`src/rtl/lgwp_pkg.sv`:
```
// ----------------------------------------------------------------------------
// lgwp_pkg
// Shared types, constants and helpers for the line grep with wrap pick block.
// ----------------------------------------------------------------------------
package lgwp_pkg;

  // Pattern storage and counter sizing
  localparam int MAX_PATTERN = 32;
  localparam int LINE_BITS   = 16;
  localparam int PAT_WORDS   = 4;
  localparam int PAT_CHARS   = PAT_WORDS * 8;
  localparam int PAT_BITS    = PAT_CHARS * 8;
  localparam int LEN_W       = $clog2(MAX_PATTERN + 1);
  localparam int CUR_W       = 17;
  localparam int CMP_W       = ((LINE_BITS > 16) ? LINE_BITS : 16) + 2;

  localparam logic [7:0] NEWLINE_BYTE = 8'd10;

  typedef logic [LINE_BITS-1:0] line_t;

  localparam line_t COUNT_TOP = {LINE_BITS{1'b1}};

  // Configuration register indexes
  typedef enum logic [2:0] {
    CFG_PATTERN_LEN = 3'd0,
    CFG_WORD0       = 3'd1,
    CFG_WORD1       = 3'd2,
    CFG_WORD2       = 3'd3,
    CFG_WORD3       = 3'd4,
    CFG_CUR_LINE    = 3'd5,
    CFG_DIRECTION   = 3'd6
  } cfg_idx_t;

  // One result transaction
  typedef struct packed {
    logic [15:0] line_index;
    logic        line_hit;
    logic        final_report;
    logic [15:0] hit_total;
    logic        pick_found;
    logic [15:0] picked_line;
  } result_t;

  // ASCII upper case letters fold to lower case, all else unchanged
  function automatic logic [7:0] fold_case(input logic [7:0] b);
    logic [7:0] r;
    r = b;
    if (b >= 8'd65 && b <= 8'd90) begin
      r = b + 8'd32;
    end
    return r;
  endfunction

endpackage

```
`src/rtl/lgwp_cell.sv`:
```
// ----------------------------------------------------------------------------
// lgwp_cell
// One prefix cell: remembers whether the pattern prefix ending at this
// character matched up to the previous byte, and hands it to the next cell.
// ----------------------------------------------------------------------------
module lgwp_cell
  import lgwp_pkg::*;
(
  input  logic       clk,
  input  logic       rst_n,
  input  logic       en,
  input  logic       clear,
  input  logic       is_nl,
  input  logic [7:0] byte_fold,
  input  logic [7:0] pat_char,
  input  logic       prev_in,
  input  logic       tail,
  output logic       prefix_out,
  output logic       hit_out
);

  logic prefix_r;
  logic prefix_nxt;
  logic match_c;

  // Prefix extends when the neighbor matched and this character agrees
  assign match_c    = prev_in && (byte_fold == fold_case(pat_char));
  assign hit_out    = tail && match_c && !is_nl;
  assign prefix_nxt = clear ? 1'b0 : match_c;
  assign prefix_out = prefix_r;

  always_ff @(posedge clk) begin
    if (!rst_n) begin
      prefix_r <= 1'b0;
    end else if (en) begin
      prefix_r <= prefix_nxt;
    end
  end

endmodule

```
`src/rtl/lgwp_chain.sv`:
```
// ----------------------------------------------------------------------------
// lgwp_chain
// Row of prefix cells, one per pattern character. Flags a pattern hit on
// the current byte.
// ----------------------------------------------------------------------------
module lgwp_chain
  import lgwp_pkg::*;
(
  input  logic                clk,
  input  logic                rst_n,
  input  logic                en,
  input  logic                is_nl,
  input  logic                last,
  input  logic [7:0]          text_byte,
  input  logic [PAT_BITS-1:0] pattern,
  input  logic [5:0]          pattern_len,
  output logic                hit_now
);

  logic [7:0]             byte_fold;
  logic [LEN_W-1:0]       len_eff;
  logic [MAX_PATTERN:0]   link;
  logic [MAX_PATTERN-1:0] cell_hit;

  assign byte_fold = fold_case(text_byte);

  // Lengths beyond the chain are clamped to its depth
  always_comb begin
    if (32'(pattern_len) > MAX_PATTERN) begin
      len_eff = LEN_W'(MAX_PATTERN);
    end else begin
      len_eff = LEN_W'(pattern_len);
    end
  end

  // Cell zero always sees a matched empty prefix
  assign link[0] = 1'b1;

  for (genvar k = 0; k < MAX_PATTERN; k++) begin : g_cell
    logic [7:0] pchar;
    logic       tail;

    if (k < PAT_CHARS) begin : g_char
      assign pchar = pattern[8*k +: 8];
    end else begin : g_zero
      assign pchar = 8'd0;
    end

    assign tail = (32'(len_eff) == k + 1);

    lgwp_cell u_cell (
      .clk        (clk),
      .rst_n      (rst_n),
      .en         (en),
      .clear      (is_nl || last),
      .is_nl      (is_nl),
      .byte_fold  (byte_fold),
      .pat_char   (pchar),
      .prev_in    (link[k]),
      .tail       (tail),
      .prefix_out (link[k+1]),
      .hit_out    (cell_hit[k])
    );
  end

  // Only the cell at the pattern end can raise a hit; empty pattern has none
  assign hit_now = |cell_hit;

endmodule

```
`src/rtl/lgwp_tally.sv`:
```
// ----------------------------------------------------------------------------
// lgwp_tally
// Line and hit counters, hit position tracking and the next or previous
// hit pick made on the last byte of a body.
// ----------------------------------------------------------------------------
module lgwp_tally
  import lgwp_pkg::*;
(
  input  logic             clk,
  input  logic             rst_n,
  input  logic             en,
  input  logic             is_nl,
  input  logic             last,
  input  logic             hit_now,
  input  logic [CUR_W-1:0] current_line,
  input  logic             direction,
  output logic             produce,
  output result_t          result
);

  line_t line_cnt_r,    line_cnt_nxt;
  logic  hit_line_r,    hit_line_nxt;
  line_t hit_cnt_r,     hit_cnt_nxt;
  line_t first_hit_r,   first_hit_nxt;
  line_t last_hit_r,    last_hit_nxt;
  line_t first_after_r, first_after_nxt;
  logic  after_seen_r,  after_seen_nxt;
  line_t last_before_r, last_before_nxt;
  logic  before_seen_r, before_seen_nxt;

  logic              hil;
  logic              line_end;
  logic signed [CMP_W-1:0] ln_s;
  logic signed [CMP_W-1:0] cur_s;
  logic              found;
  line_t             picked;

  assign hil      = hit_line_r || hit_now;
  assign line_end = is_nl || last;
  assign produce  = line_end;
  assign ln_s     = {{(CMP_W-LINE_BITS){1'b0}}, line_cnt_r};
  assign cur_s    = {{(CMP_W-CUR_W){current_line[CUR_W-1]}}, current_line};

  // Bookkeeping for a line that ends with a hit
  always_comb begin
    hit_cnt_nxt     = hit_cnt_r;
    first_hit_nxt   = first_hit_r;
    last_hit_nxt    = last_hit_r;
    first_after_nxt = first_after_r;
    after_seen_nxt  = after_seen_r;
    last_before_nxt = last_before_r;
    before_seen_nxt = before_seen_r;
    if (hil) begin
      if (hit_cnt_r == '0) begin
        first_hit_nxt = line_cnt_r;
      end
      last_hit_nxt = line_cnt_r;
      if (ln_s > cur_s && !after_seen_r) begin
        first_after_nxt = line_cnt_r;
        after_seen_nxt  = 1'b1;
      end
      if (ln_s < cur_s) begin
        last_before_nxt = line_cnt_r;
        before_seen_nxt = 1'b1;
      end
      if (hit_cnt_r != COUNT_TOP) begin
        hit_cnt_nxt = hit_cnt_r + 1'b1;
      end
    end
  end

  // Wrap pick on the last byte
  always_comb begin
    found  = last && (hit_cnt_nxt != '0);
    picked = '0;
    if (found) begin
      if (!direction) begin
        picked = (!cur_s[CMP_W-1] && after_seen_nxt) ? first_after_nxt : first_hit_nxt;
      end else begin
        picked = (!cur_s[CMP_W-1] && before_seen_nxt) ? last_before_nxt : last_hit_nxt;
      end
    end
  end

  always_comb begin
    result.line_index   = 16'(line_cnt_r);
    result.line_hit     = hil;
    result.final_report = last;
    result.hit_total    = 16'(hit_cnt_nxt);
    result.pick_found   = found;
    result.picked_line  = 16'(picked);
  end

  // Next line number and per-line hit flag
  always_comb begin
    hit_line_nxt = hil;
    line_cnt_nxt = line_cnt_r;
    if (line_end) begin
      hit_line_nxt = 1'b0;
      if (line_cnt_r != COUNT_TOP) begin
        line_cnt_nxt = line_cnt_r + 1'b1;
      end
    end
  end

  always_ff @(posedge clk) begin
    if (!rst_n) begin
      line_cnt_r    <= '0;
      hit_line_r    <= 1'b0;
      hit_cnt_r     <= '0;
      first_hit_r   <= '0;
      last_hit_r    <= '0;
      first_after_r <= '0;
      after_seen_r  <= 1'b0;
      last_before_r <= '0;
      before_seen_r <= 1'b0;
    end else if (en) begin
      if (last) begin
        // body done: start over at line zero
        line_cnt_r    <= '0;
        hit_line_r    <= 1'b0;
        hit_cnt_r     <= '0;
        first_hit_r   <= '0;
        last_hit_r    <= '0;
        first_after_r <= '0;
        after_seen_r  <= 1'b0;
        last_before_r <= '0;
        before_seen_r <= 1'b0;
      end else begin
        line_cnt_r <= line_cnt_nxt;
        hit_line_r <= hit_line_nxt;
        if (line_end) begin
          hit_cnt_r     <= hit_cnt_nxt;
          first_hit_r   <= first_hit_nxt;
          last_hit_r    <= last_hit_nxt;
          first_after_r <= first_after_nxt;
          after_seen_r  <= after_seen_nxt;
          last_before_r <= last_before_nxt;
          before_seen_r <= before_seen_nxt;
        end
      end
    end
  end

endmodule

```
`src/rtl/lgwp_outbuf.sv`:
```
// ----------------------------------------------------------------------------
// lgwp_outbuf
// Output register with a skid stage so that input keeps flowing while a
// result waits for the receiver.
// ----------------------------------------------------------------------------
module lgwp_outbuf
  import lgwp_pkg::*;
(
  input  logic    clk,
  input  logic    rst_n,
  input  logic    push,
  input  result_t push_data,
  input  logic    out_ready,
  output logic    out_valid,
  output result_t out_data,
  output logic    skid_full
);

  logic    out_valid_r;
  logic    skid_valid_r;
  result_t out_data_r;
  result_t skid_data_r;
  logic    pop;

  assign pop       = out_valid_r && out_ready;
  assign out_valid = out_valid_r;
  assign out_data  = out_data_r;
  assign skid_full = skid_valid_r;

  // Valid flags; push never arrives while the skid stage is full
  always_ff @(posedge clk) begin
    if (!rst_n) begin
      out_valid_r  <= 1'b0;
      skid_valid_r <= 1'b0;
    end else begin
      if (pop) begin
        if (skid_valid_r) begin
          skid_valid_r <= 1'b0;
        end else begin
          out_valid_r <= push;
        end
      end else if (!out_valid_r) begin
        out_valid_r <= push;
      end else if (push) begin
        skid_valid_r <= 1'b1;
      end
    end
  end

  // Payload moves
  always_ff @(posedge clk) begin
    if (pop) begin
      if (skid_valid_r) begin
        out_data_r <= skid_data_r;
      end else if (push) begin
        out_data_r <= push_data;
      end
    end else if (!out_valid_r) begin
      if (push) begin
        out_data_r <= push_data;
      end
    end else if (push) begin
      skid_data_r <= push_data;
    end
  end

endmodule

```
`src/rtl/line_grep_with_wrap_pick.sv`:
```
// ----------------------------------------------------------------------------
// line_grep_with_wrap_pick
// Case-insensitive per-line pattern search over a byte stream, with a
// wrapping next or previous hit pick at the end of the body.
// ----------------------------------------------------------------------------
// Usage:
//   Input channel (in_valid/in_ready) carries one text byte per transaction,
//   with in_body_end marking the last byte of a body. Ordinary bytes give no
//   result; a newline or the last byte gives one result transaction on the
//   out_ channel (out_valid/out_ready).
//   Throughput: one byte per cycle, unless in_ready is low. Every prefix
//   cell of the chain updates in the cycle the byte is accepted, so nothing
//   loops over the pattern. A result is registered in the output register,
//   or in the skid entry while that register holds an unaccepted result.
//   Stall: results go to an output register backed by one skid entry; input
//   keeps being taken until both hold a result, then in_ready drops until
//   the receiver takes one.
//   Reset: synchronous, active low on rst_n. Registers take their listed
//   reset values (current line -1), counters and the chain clear, and the
//   first byte starts line zero. After the last byte of a body the same
//   stream state clears again.
//   Configuration: cfg_we writes register cfg_index with cfg_wdata. The user
//   must do so only while no transaction is in flight; the block does not enforce it.
// ----------------------------------------------------------------------------
module line_grep_with_wrap_pick
  import lgwp_pkg::*;
(
  input  logic        clk,
  input  logic        rst_n,
  input  logic        cfg_we,
  input  logic [2:0]  cfg_index,
  input  logic [63:0] cfg_wdata,
  input  logic        in_valid,
  output logic        in_ready,
  input  logic [7:0]  in_text_byte,
  input  logic        in_body_end,
  output logic        out_valid,
  input  logic        out_ready,
  output logic [15:0] out_line_index,
  output logic        out_line_hit,
  output logic        out_final_report,
  output logic [15:0] out_hit_total,
  output logic        out_pick_found,
  output logic [15:0] out_picked_line
);

  logic [5:0]       pattern_len_r;
  logic [PAT_BITS-1:0] pattern_r;
  logic [CUR_W-1:0] current_line_r;
  logic             direction_r;

  logic    in_fire;
  logic    is_nl;
  logic    hit_now;
  logic    produce;
  logic    skid_full;
  result_t result;
  result_t out_data;

  // Configuration registers
  always_ff @(posedge clk) begin
    if (!rst_n) begin
      pattern_len_r  <= '0;
      pattern_r      <= '0;
      current_line_r <= {CUR_W{1'b1}};
      direction_r    <= 1'b0;
    end else if (cfg_we) begin
      case (cfg_index)
        CFG_PATTERN_LEN: pattern_len_r <= cfg_wdata[5:0];
        CFG_WORD0:       pattern_r[0*64 +: 64] <= cfg_wdata;
        CFG_WORD1:       pattern_r[1*64 +: 64] <= cfg_wdata;
        CFG_WORD2:       pattern_r[2*64 +: 64] <= cfg_wdata;
        CFG_WORD3:       pattern_r[3*64 +: 64] <= cfg_wdata;
        CFG_CUR_LINE:    current_line_r <= cfg_wdata[CUR_W-1:0];
        CFG_DIRECTION:   direction_r <= cfg_wdata[0];
        default:         ;
      endcase
    end
  end

  assign in_ready = !skid_full;
  assign in_fire  = in_valid && in_ready;
  assign is_nl    = (in_text_byte == NEWLINE_BYTE);

  // Prefix chain
  lgwp_chain u_chain (
    .clk         (clk),
    .rst_n       (rst_n),
    .en          (in_fire),
    .is_nl       (is_nl),
    .last        (in_body_end),
    .text_byte   (in_text_byte),
    .pattern     (pattern_r),
    .pattern_len (pattern_len_r),
    .hit_now     (hit_now)
  );

  // Counters and pick
  lgwp_tally u_tally (
    .clk          (clk),
    .rst_n        (rst_n),
    .en           (in_fire),
    .is_nl        (is_nl),
    .last         (in_body_end),
    .hit_now      (hit_now),
    .current_line (current_line_r),
    .direction    (direction_r),
    .produce      (produce),
    .result       (result)
  );

  // Result buffering
  lgwp_outbuf u_outbuf (
    .clk       (clk),
    .rst_n     (rst_n),
    .push      (in_fire && produce),
    .push_data (result),
    .out_ready (out_ready),
    .out_valid (out_valid),
    .out_data  (out_data),
    .skid_full (skid_full)
  );

  assign out_line_index   = out_data.line_index;
  assign out_line_hit     = out_data.line_hit;
  assign out_final_report = out_data.final_report;
  assign out_hit_total    = out_data.hit_total;
  assign out_pick_found   = out_data.pick_found;
  assign out_picked_line  = out_data.picked_line;

endmodule

```
`config.mk`:
```
export PLATFORM = sky130hd
export DESIGN_NAME = line_grep_with_wrap_pick
export DESIGN_NICKNAME = d
export VERILOG_FILES = /design/src/rtl/lgwp_pkg.sv /design/src/rtl/lgwp_cell.sv /design/src/rtl/lgwp_chain.sv /design/src/rtl/lgwp_tally.sv /design/src/rtl/lgwp_outbuf.sv /design/src/rtl/line_grep_with_wrap_pick.sv
export SDC_FILE = /design/constraint.sdc
export NUM_CORES = 1
export LEC_CHECK = 0
export BUFFER_PORTS_ARGS = -buffer_cell sky130_fd_sc_hd__buf_2
export CAP_MARGIN = 20
export CORE_MARGIN = 3
export CORE_UTILIZATION = 60
export CTS_CLUSTER_DIAMETER = 100
export CTS_CLUSTER_SIZE = 10
export DETAILED_ROUTE_END_ITERATION = 16
export GPL_TIMING_DRIVEN = 0
export PLACE_DENSITY = 0.78
export SYNTH_ARGS = -nofsm -noshare
export SYNTH_HDL_FRONTEND = slang
export SYNTH_HIERARCHICAL = 1
export SYNTH_SLANG_ARGS = --single-unit
```
`constraint.sdc`:
```
create_clock -name clk -period 18 [get_ports clk]
set_clock_uncertainty 0.05 [all_clocks]
set_input_delay 2.7 -clock clk [delete_from_list [all_inputs] [get_ports clk]]
set_output_delay 2.7 -clock clk [all_outputs]
set_load 0.02 [all_outputs]
```
After elaboration in Yosys (flattened, before gate mapping) --
Index checks and enable logic that the tools add are counted. W data, S select, Z words.
Storage, ports and cells: register bits after elaboration 514, input port bits 81, output and inout bits 53, word-level logic and storage cells 509
Operators by class: add/subtract/negate cells 35, magnitude comparators 69, eq/ne operators 75, mux-type cells 108, bitwise operators 2, reductions and logical operators 159
Operators with widths (count):
- $mux W16 | 26
- $add A8 B6 Y8 const B | 33
- $ge A8 B7 Y1 const B | 33
- $le A8 B7 Y1 const B | 33
- $mux W8 | 33
- $eq A8 B8 Y1 | 32
- $mux W51 | 4
- $logic_and A1 B1 Y1 | 135
- $eq A6 B5 Y1 const B | 16
- $eq A6 B4 Y1 const B | 8
- $mux W1 | 44
- $add A16 B1 Y16 const B | 2
- $ne A16 B16 Y1 const B | 2
- $reduce_or A32 Y1 | 1
- $eq A6 B3 Y1 const B | 4
- $reduce_and A2 Y1 | 9
- $gt A17 B17 Y1 | 1
- $lt A17 B17 Y1 | 1
- $logic_not A16 Y1 | 1
- $reduce_bool A16 Y1 | 1
- $eq A6 B2 Y1 const B | 2
- $eq A3 B3 Y1 const B | 3
- $eq A8 B4 Y1 const B | 1
- $eq A3 B2 Y1 const B | 2
- other kinds (13) | 21

Longest topological paths before layout --
Gate-level depths: netlist (run 1).
depth in word-level cells 17, depth in mapped cells 23, gate-level depth less buffers 21

By module --
Netlist (run 1), hierarchy kept.
By module, submodules not included:
- line_grep_with_wrap_pick | times used 1, cells each 1005, area each 10425.0 sq um, seq. area each 5605.4 sq um
- lgwp_cell | times used 32, cells each 40, area each 302.8 sq um, seq. area each 20.0 sq um
- lgwp_tally | times used 1, cells each 613, area each 5439.0 sq um, seq. area each 1981.9 sq um
- lgwp_outbuf | times used 1, cells each 297, area each 4680.7 sq um, seq. area each 3103.0 sq um
- lgwp_chain | times used 1, cells each 76, area each 374.1 sq um, seq. area each 0.0 sq um

Least setup slack after synthesis (run 1) --
OpenSTA, ideal clock, no wires.
path type input to register, from input port in_text_byte[1], to register u_outbuf.out_data_r (netlist bit u_outbuf/out_data[16]) (data pin), library setup time 255 ps, data arrival time 15688 ps, required time 17695 ps, setup slack 2007 ps, stages 22, buffers on the path 3, cells stage by stage a21oi_1 o22ai_2 o31ai_1 nand4b_1 o31ai_1 a311oi_1 nor4b_2 nor4_1 nand4_1 or2_2 nor2_2 buf_2 nor3_1 a41oi_1 a211o_1 or4_4 o41ai_4 buf_6 inv_2 buf_4 mux2i_1 o21ai_2
On the way: word-level cells in the longest chain between the ends 15, elaborated cells on any way between the ends 145, those cells by class add/sub: 1; order compare: 2; eq/ne: 33; mux: 6; reduce/logical: 103
RTL lines:
- start, declared | line line_grep_with_wrap_pick.sv:35 | input logic [7:0] in_text_byte,
- $ge A8 B7 Y1 / $le A8 B7 Y1 (equally long branches) | line lgwp_pkg.sv:48 | if (b >= 8'd65 && b <= 8'd90) begin
- $logic_and A1 B1 Y1 | line lgwp_pkg.sv:48
- $mux W8 * | line lgwp_pkg.sv:48
- net u_chain.byte_fold[7] | line lgwp_chain.sv:20 | logic [7:0] byte_fold;
- $eq A8 B8 Y1 * | line lgwp_cell.sv:27 | assign match_c = prev_in && (byte_fold == fold_case(pat_char));
- $logic_and A1 B1 Y1 * | line lgwp_cell.sv:27
- $logic_and A1 B1 Y1 * (2 in series) | line lgwp_cell.sv:28 | assign hit_out = tail && match_c && !is_nl;
- net u_chain.cell_hit[25] | line lgwp_chain.sv:23 | logic [MAX_PATTERN-1:0] cell_hit;
- [... 1 more ...]
- net hit_now | line line_grep_with_wrap_pick.sv:54 | logic hit_now;
- $logic_or A1 B1 Y1 * | line lgwp_tally.sv:38 | assign hil = hit_line_r || hit_now;
- $mux W16 * | line lgwp_tally.sv:53 | if (hil) begin
- $reduce_bool A16 Y1 * | line lgwp_tally.sv:74 | found = last && (hit_cnt_nxt != '0);
- $logic_and A1 B1 Y1 * | line lgwp_tally.sv:74
- net u_tally.found | line lgwp_tally.sv:35 | logic found;
- $mux W51 * | line lgwp_outbuf.sv:55, lgwp_outbuf.sv:59
- $mux W51, on equally long branches | line lgwp_outbuf.sv:58, lgwp_outbuf.sv:53
- $mux W51 * | line lgwp_outbuf.sv:52 | if (pop) begin
- end signal, assigned | line lgwp_outbuf.sv:54 | out_data_r <= skid_data_r;
- end signal, assigned | line lgwp_outbuf.sv:56 | out_data_r <= push_data;
- end signal, assigned | line lgwp_outbuf.sv:60 | out_data_r <= push_data;
- end, declared | line lgwp_outbuf.sv:21 | result_t out_data_r;
Mark *: on every way through the listed nets, which the timed path passes. The rest lies on a longest branch. The select of a mux whose other input is x is not followed. A chain may end at the register's enable or synchronous reset.

Worst setup path in the final report (run 1) --
Same ends and word-level chain as after synthesis.

==> summary.md, run 1 <==
| Metric | Value |
|---|---|
| Outcome | `finished, final reports clean` |
| Starting Density | `60.8%` |
| Logic pwr share | `12.1%` |
| Net Count, Synth | `3398` |
| DR pass1 iterations | `6` |
| Crit start category | `input port` |
| Req. time, crit path | `18370 ps` |
| Sw frac | `27.4%` |
| I/O Pins | `134` |
| Fin. Hold Viols | `0` |
| Total chip power | `0.00262 W` |
| Post-Syn Area | `30600 sq um` |
| Area post-placement | `32600 sq um` |
| Power Dens Cells | `76.7 nW/um^2` |
| RD Place Congestion | `0.916` |
| CP max FO | `27` |
| Setup Fix Bufs, Post-CTS | `0` |
| Clock latency on the worst-skew pair | `660 ps` |
| Clk slew on worst S/H paths | `60 ps` |
| Max-slew violations | `0` |
| Worst hold path type | `reg2reg` |
| Sequential power share | `47.3%` |
| Layout Area Growth over Synthesis | `11.8%` |
| Clock power frac | `40.5%` |
| Max-slew headroom | `25.7%` |
| MaxCap Viol Count | `0` |
| CTS hold repair buffers | `0` |
| Vias | `27200` |
| Antenna violations before repair | `2` |
| DRC | `0` |
| Slew at the pin closest to its max-slew limit | `1110 ps` |
| Crit Path Class | `in2reg` |
| RSZ-0062 raised after global routing | `false` |
| Total wire length | `92.8 mm` |
| Chip Height | `232 um` |
| Fmax | `100 MHz` |
| R2r setup slk | `11460 ps` |
| Via density | `6.52` |
| Die Width | `232 um` |
| CTS Buffer Depth | `3` |
| Post-layout util | `68.0%` |
| PortBufs | `133` |
| Die area | `53700 sq um` |
| Share of cells above drive strength 1 | `14.3%` |
| Row count | `82` |
| Cts repair resizes | `0` |
| Leak Pwr | `14.0 nW` |
| Core Region | `50300 sq um` |
| CTS Buf Count | `57` |
| Gr usage total | `33.3%` |
| First-pass GRT wire length | `143 mm` |
| Switching power total | `0.000718 W` |
| Peak supply drop | `0.0786 mV` |
| Final setup vio count | `0` |
| CTS tree | `built` |
| Mapped Cells | `3265` |
| Clk sink count | `514` |
| Tcrit/Tclk final | `55.4%` |
| Synth Area per Inst | `9.36 sq um` |
| Pin count of the biggest net entering global routing | `72` |
| Routed len/inst | `22.2 um` |
| Root Driver | `clkbuf_16` |
| Starting DRT DRC Count | `2394` |
| Vias in the first global route | `26800` |
| Post-route ant nets | `0` |
| Internal | `0.00190 W` |
| Post-DP HPWL | `65.5 mm` |
| Arr. time, crit path | `10330 ps` |
| Design area | `34200 sq um` |
| Min Tclk post-route | `9960 ps` |
| Critical Path Sink Type | `flop` |
| Fin nets | `3613` |
| Remaining global-route overflow | `0` |
| Synth warn | `6` |
| Worst Hold Margin | `420 ps` |
| H-tree depth | `2` |
-- area by class of cell --
| cell class | instances | area (sq um) |
|---|---|---|
| repair buffers | 156 | 1130 |
| clock inverters | 4 | 97.6 |
| clock buffers | 76 | 1500 |
| multi-input cells | 2492 | 17900 |
| diodes | 1 | 2.50 |
| flip-flops and latches | 514 | 11300 |
| inverters | 101 | 379 |
| fillers | 3919 | 16100 |
| plain buffers | 158 | 1030 |
| well taps | 672 | 841 |
-- worst max-delay path: stages --
cell,delay (ps)
buf_2,550
buf_12,310
or4_4,170
o22ai_2,130
o31ai_4,670
buf_8,290
buf_8,230
nor4_1,80
mux2_1,300
a311oi_1,410
nor4b_2,180
nor4_1,870
nand4_1,150
or2_2,400
o21ai_1,310
nor4_2,100
a21o_2,230
a211o_1,270
or4_4,560
o41ai_4,680
buf_6,270
inv_2,50
buf_4,130
mux2i_1,170
o21ai_2,70
-- state kept, by name, summed over array words and instances (netlist names), 17 cells and up --
| signal | count |
|---|---|
| u_chain/g_cell.u_cell/prefix_out | 31 |
| current_line_r | 17 |
| pattern_r | 256 |
| u_outbuf/skid_data_r | 51 |
| u_outbuf/out_data | 51 |
-- cells in the final DEF, fill, tap and decap left out, types with 13 or more instances in the layout --
cell and instances:
or4_4 34, o221ai_2 32, nor2b_1 49, buf_4 17, and3_1 32, nor3_1 75, nand4_1 63, nand3_1 44
clkbuf_16 57, ha_1 52, a22o_1 64, nor4b_2 32, nand2b_1 68, o21a_1 20, nand2_1 428, mux2_1 32
nor2_1 221, o21ai_0 78, clkbuf_1 82, buf_2 161, buf_12 13, a21oi_1 54, nand3b_1 33, o221ai_1 30
o31ai_1 100, nor4b_1 34, and3b_1 32, nand4b_1 67, xor2_1 140, buf_6 29, inv_1 98, nor4_1 76
a311oi_1 32, xnor2_1 71, o21ai_2 50, mux2i_1 332, dfxtp_1 412, edfxtp_1 102
-- power by group through the flow --
stage	sequential (W)	clock (W)	combinational, W
finish	0.00124	0.00106	0.000318
floorplan	0.00128	0	0.000185
global placement	0.00126	0	0.000299
detailed placement	0.00126	0	0.000310
global route	0.00124	0.00112	0.000337
CTS	0.00124	0.00107	0.000312
-- layer usage --
metal | wire, um | global-route usage (%)
met5 | 28 | 0
met4 | 5300 | 18.6
met3 | 7140 | 6.28
met2 | 44200 | 56.4
met1 | 36100 | 39.7
-- worst paths after layout --
kind | from | end | cells past startpoint
worst max-delay path | in_text_byte[1] | u_outbuf/out_data[16]$_DFFE_PP_ | 25
worst min-delay path | u_tally/before_seen_r$_SDFFE_PN0P_ | u_tally/before_seen_r$_SDFFE_PN0P_ | 2
worst max register to register | pattern_r[2]$_SDFFE_PN0P_ | u_outbuf/out_data[16]$_DFFE_PP_ | 19
worst min register to register | u_tally/before_seen_r$_SDFFE_PN0P_ | u_tally/before_seen_r$_SDFFE_PN0P_ | 2
-- stage by stage --
step / setup slack [ps] / std cells / setup TNS [ps]
2_1_floorplan: 2010 / 3265 / 0
3_3_place_gp: -4860 / 4070 / -533940
3_5_place_dp: 7540 / 4092 / 0
4_1_cts: 8230 / 4172 / 0
5_1_grt: 7790 / 4173 / 0
6_report: 8040 / 4174 / 0
No activity file was read; power rests on OpenSTA's default activity.
==> run 2, diff against run 1 <==
Settings changed: CORE_UTILIZATION 60 to 57.
Clock period 18 ns to 9 ns, I/O delays scaled along.
==> summary.md, run 2 (synthesis gave the netlist of run 1 again) <==
| Metric | Value |
|---|---|
| Die Width | `238 um (+2.5%)` |
| Routed len/inst | `20.7 um (-7.1%)` |
| Leak Pwr | `13.9 nW (about the same)` |
| MaxCap Viol Count | `0 (unchanged)` |
| Hold path depth | `2 (unchanged)` |
| First-pass GRT wire length | `135 mm (-5.6%)` |
| CTS hold repair buffers | `0 (unchanged)` |
| Cts repair resizes | `0 (unchanged)` |
| Fin. Hold Viols | `0 (unchanged)` |
| Starting DRT DRC Count | `2188 (-8.6%)` |
| Final setup vio count | `0 (unchanged)` |
| Commonest non-fill, non-tap cells in the layout | `nand2_1 (428), dfxtp_1 (412), mux2i_1 (332), nor2_1 (221), buf_2 (163)` |
| Pin count of the biggest net entering global routing | `72 (unchanged)` |
| R2r setup slk | `2670 ps (-8790 ps)` |
| Tcrit/Tclk final | `96.7%` |
| Die area | `56400 sq um (+5.1%)` |
| Clock latency on the worst-skew pair | `660 ps (about the same)` |
| Core Region | `52800 sq um (+4.9%)` |
| Register area | `11300 sq um (unchanged)` |
| DR pass1 iterations | `6 (unchanged)` |
| Met2 GRT Util | `50.0% (-6.5 points)` |
| Gr usage total | `29.7% (-3.6 points)` |
| Peak supply drop | `0.166 mV (+110%)` |
| Post-route ant nets | `0 (unchanged)` |
| Power Dens Cells | `153 nW/um^2 (+99%)` |
| H-tree depth | `2 (unchanged)` |
| Crit Reg-Reg Startpoint | `pattern_r[26]$_SDFFE_PN0P_` |
| Worst hold path type | `reg2reg` |
| Layout Area Growth over Synthesis | `11.8% (about the same)` |
| Row count | `84 (+2.4%)` |
| Max-slew violations | `0 (unchanged)` |
| RD Place Congestion | `0.880 (-3.9%)` |
| Vias in the first global route | `24700 (-7.9%)` |
| Clk sink count | `514 (unchanged)` |
| Post-DP HPWL | `60.9 mm (-7.1%)` |
| GR Util met3 | `4.14% (-2.1 points)` |
| Total wire length | `86.6 mm (-6.7%)` |
| Critical Path Sink Type | `flop` |
| Min Tclk post-route | `8700 ps` |
| DRC | `0 (unchanged)` |
| Slew at the pin closest to its max-slew limit | `1090 ps (-27.0 ps)` |
| CP max FO | `23 (-15%)` |
| Root Driver | `clkbuf_16` |
| Fill cell count | `4300 (+9.7%)` |
| Outcome | `finished, final reports clean` |
| Antenna violations before repair | `3 (+1)` |
| Routing usage on met1 | `38.7% (-0.96 points)` |
| Chip Height | `238 um (+2.5%)` |
| FF-to-FF path depth | `19 (unchanged)` |
| PortBufs | `133 (unchanged)` |
| Most Crowded Layer GR | `met2` |
| CTS tree | `built` |
| Share of cells above drive strength 1 | `14.3% (+0.020 points)` |
| Max-slew headroom | `27.5% (+1.8 points)` |
| RSZ-0062 raised after global routing | `false` |
| Vias | `26200 (-3.9%)` |
| Fmax | `115 MHz` |
| Most common cell after layout, fill and taps aside | `nand2_1` |
| Setup Fix Bufs, Post-CTS | `0 (unchanged)` |
| Max FFs per register | `256 (unchanged)` |
| Remaining global-route overflow | `0 (unchanged)` |
| Crit Path Class | `in2reg` |
| Fin nets | `3614 (+0.028%)` |
| Via density | `6.24 (-4.3%)` |
| Multi-input gate area | `17900 sq um (unchanged)` |
| CTS Buf Count | `57 (unchanged)` |
| Starting Density | `57.9% (-2.9 points)` |
| CTS Buffer Depth | `3 (unchanged)` |
| Crit start category | `input port` |
| Worst Hold Margin | `418 ps (-1.88 ps)` |
| I/O Pins | `134 (unchanged)` |
| Critical path capture point | `u_outbuf/out_data[16]$_DFFE_PP_` |
| Post-layout util | `64.8% (-3.2 points)` |
| Req. time, crit path | `9360 ps (-9010 ps)` |
| Largest register by flop count | `pattern_r` |
| Arr. time, crit path | `9060 ps (-1270 ps)` |
| R2r endpoint | `u_outbuf/out_data[16]$_DFFE_PP_` |
| Critical Path Source | `in_text_byte[1]` |
| Clk slew on worst S/H paths | `60 ps (about the same)` |
run 2: cell types whose count changed in the layout (fill, tap and decap cells not counted), sizes merged:
| cell | change |
|---|---|
| buf | +2 |
| clkinvlp | -1 |
| clkinv | +1 |
run 2: power by group:
| group | total, W | switching [W] | internal [W] |
|---|---|---|---|
| registers | 0.00248 | 0.0000638 | 0.00241 |
| clock network | 0.00211 | 0.000958 | 0.00115 |
| logic | 0.000621 | 0.000388 | 0.000233 |
run 2: metal layers:
metal	part of all wire [%]	wire, um	vias up
met2	47	40900	949
met5	0.036	31	-
met3	6.9	5970	209
li1	-	-	12500
met1	42	36500	12500
met4	3.8	3260	4
run 2: layout make-up:
| class | instances | share of cell area (%) |
|---|---|---|
| diodes | 1 | 0.00732 |
| plain buffers | 158 | 3.01 |
| clock inverters | 4 | 0.289 |
| multi-input cells | 2492 | 52.3 |
| well taps | 688 | 2.52 |
| clock buffers | 77 | 4.39 |
| inverters | 101 | 1.11 |
| flip-flops and latches | 514 | 33.1 |
| repair buffers | 157 | 3.23 |
run 2: how the worst min path moves through the flow:
stage                                        start                                  end  slack (ps)
5_1_grt        u_tally/first_hit_r[1]$_SDFFE_PN0P_  u_tally/first_hit_r[1]$_SDFFE_PN0P_         440
3_3_place_gp    u_tally/before_seen_r$_SDFFE_PN0P_   u_tally/before_seen_r$_SDFFE_PN0P_         390
4_1_cts         u_tally/before_seen_r$_SDFFE_PN0P_   u_tally/before_seen_r$_SDFFE_PN0P_         420
2_1_floorplan   u_tally/before_seen_r$_SDFFE_PN0P_   u_tally/before_seen_r$_SDFFE_PN0P_         380
3_5_place_dp    u_tally/before_seen_r$_SDFFE_PN0P_   u_tally/before_seen_r$_SDFFE_PN0P_         400
6_report        u_tally/before_seen_r$_SDFFE_PN0P_   u_tally/before_seen_r$_SDFFE_PN0P_         420
run 2: worst max-delay path, stage by stage:
cell and delay, ps:
buf_2 470, buf_12 330, or4_4 180, o22ai_2 120, o31ai_4 830, buf_16 240
buf_8 190, buf_8 180, buf_8 180, nor4_1 60, mux2_1 290, a311oi_1 400
nor4b_2 100, nor4_1 740, nand4_1 150, or2_2 390, o21ai_1 300, nor3_2 120
nand3_1 110, mux2_2 370, or4_4 540, o41ai_4 680, buf_6 270, inv_2 50
buf_4 130, mux2i_1 170, o21ai_2 60
run 2: metrics by stage:
| step | setup TNS, ps | instances | instance area [sq um] | setup WS, ps | total power, W |
|---|---|---|---|---|---|
| finish | 0 | 4192 | 34200 | 297 | 0.00521 |
| global placement | -440450 | 4086 | 32100 | -3760 | 0.00311 |
| floorplan | 0 | 3265 | 30600 | 222 | 0.00291 |
| global route | 0 | 4191 | 34200 | 11.5 | 0.00537 |
| detailed placement | -1340 | 4109 | 32600 | -209 | 0.00314 |
| CTS | 0 | 4190 | 34200 | 483 | 0.00522 |
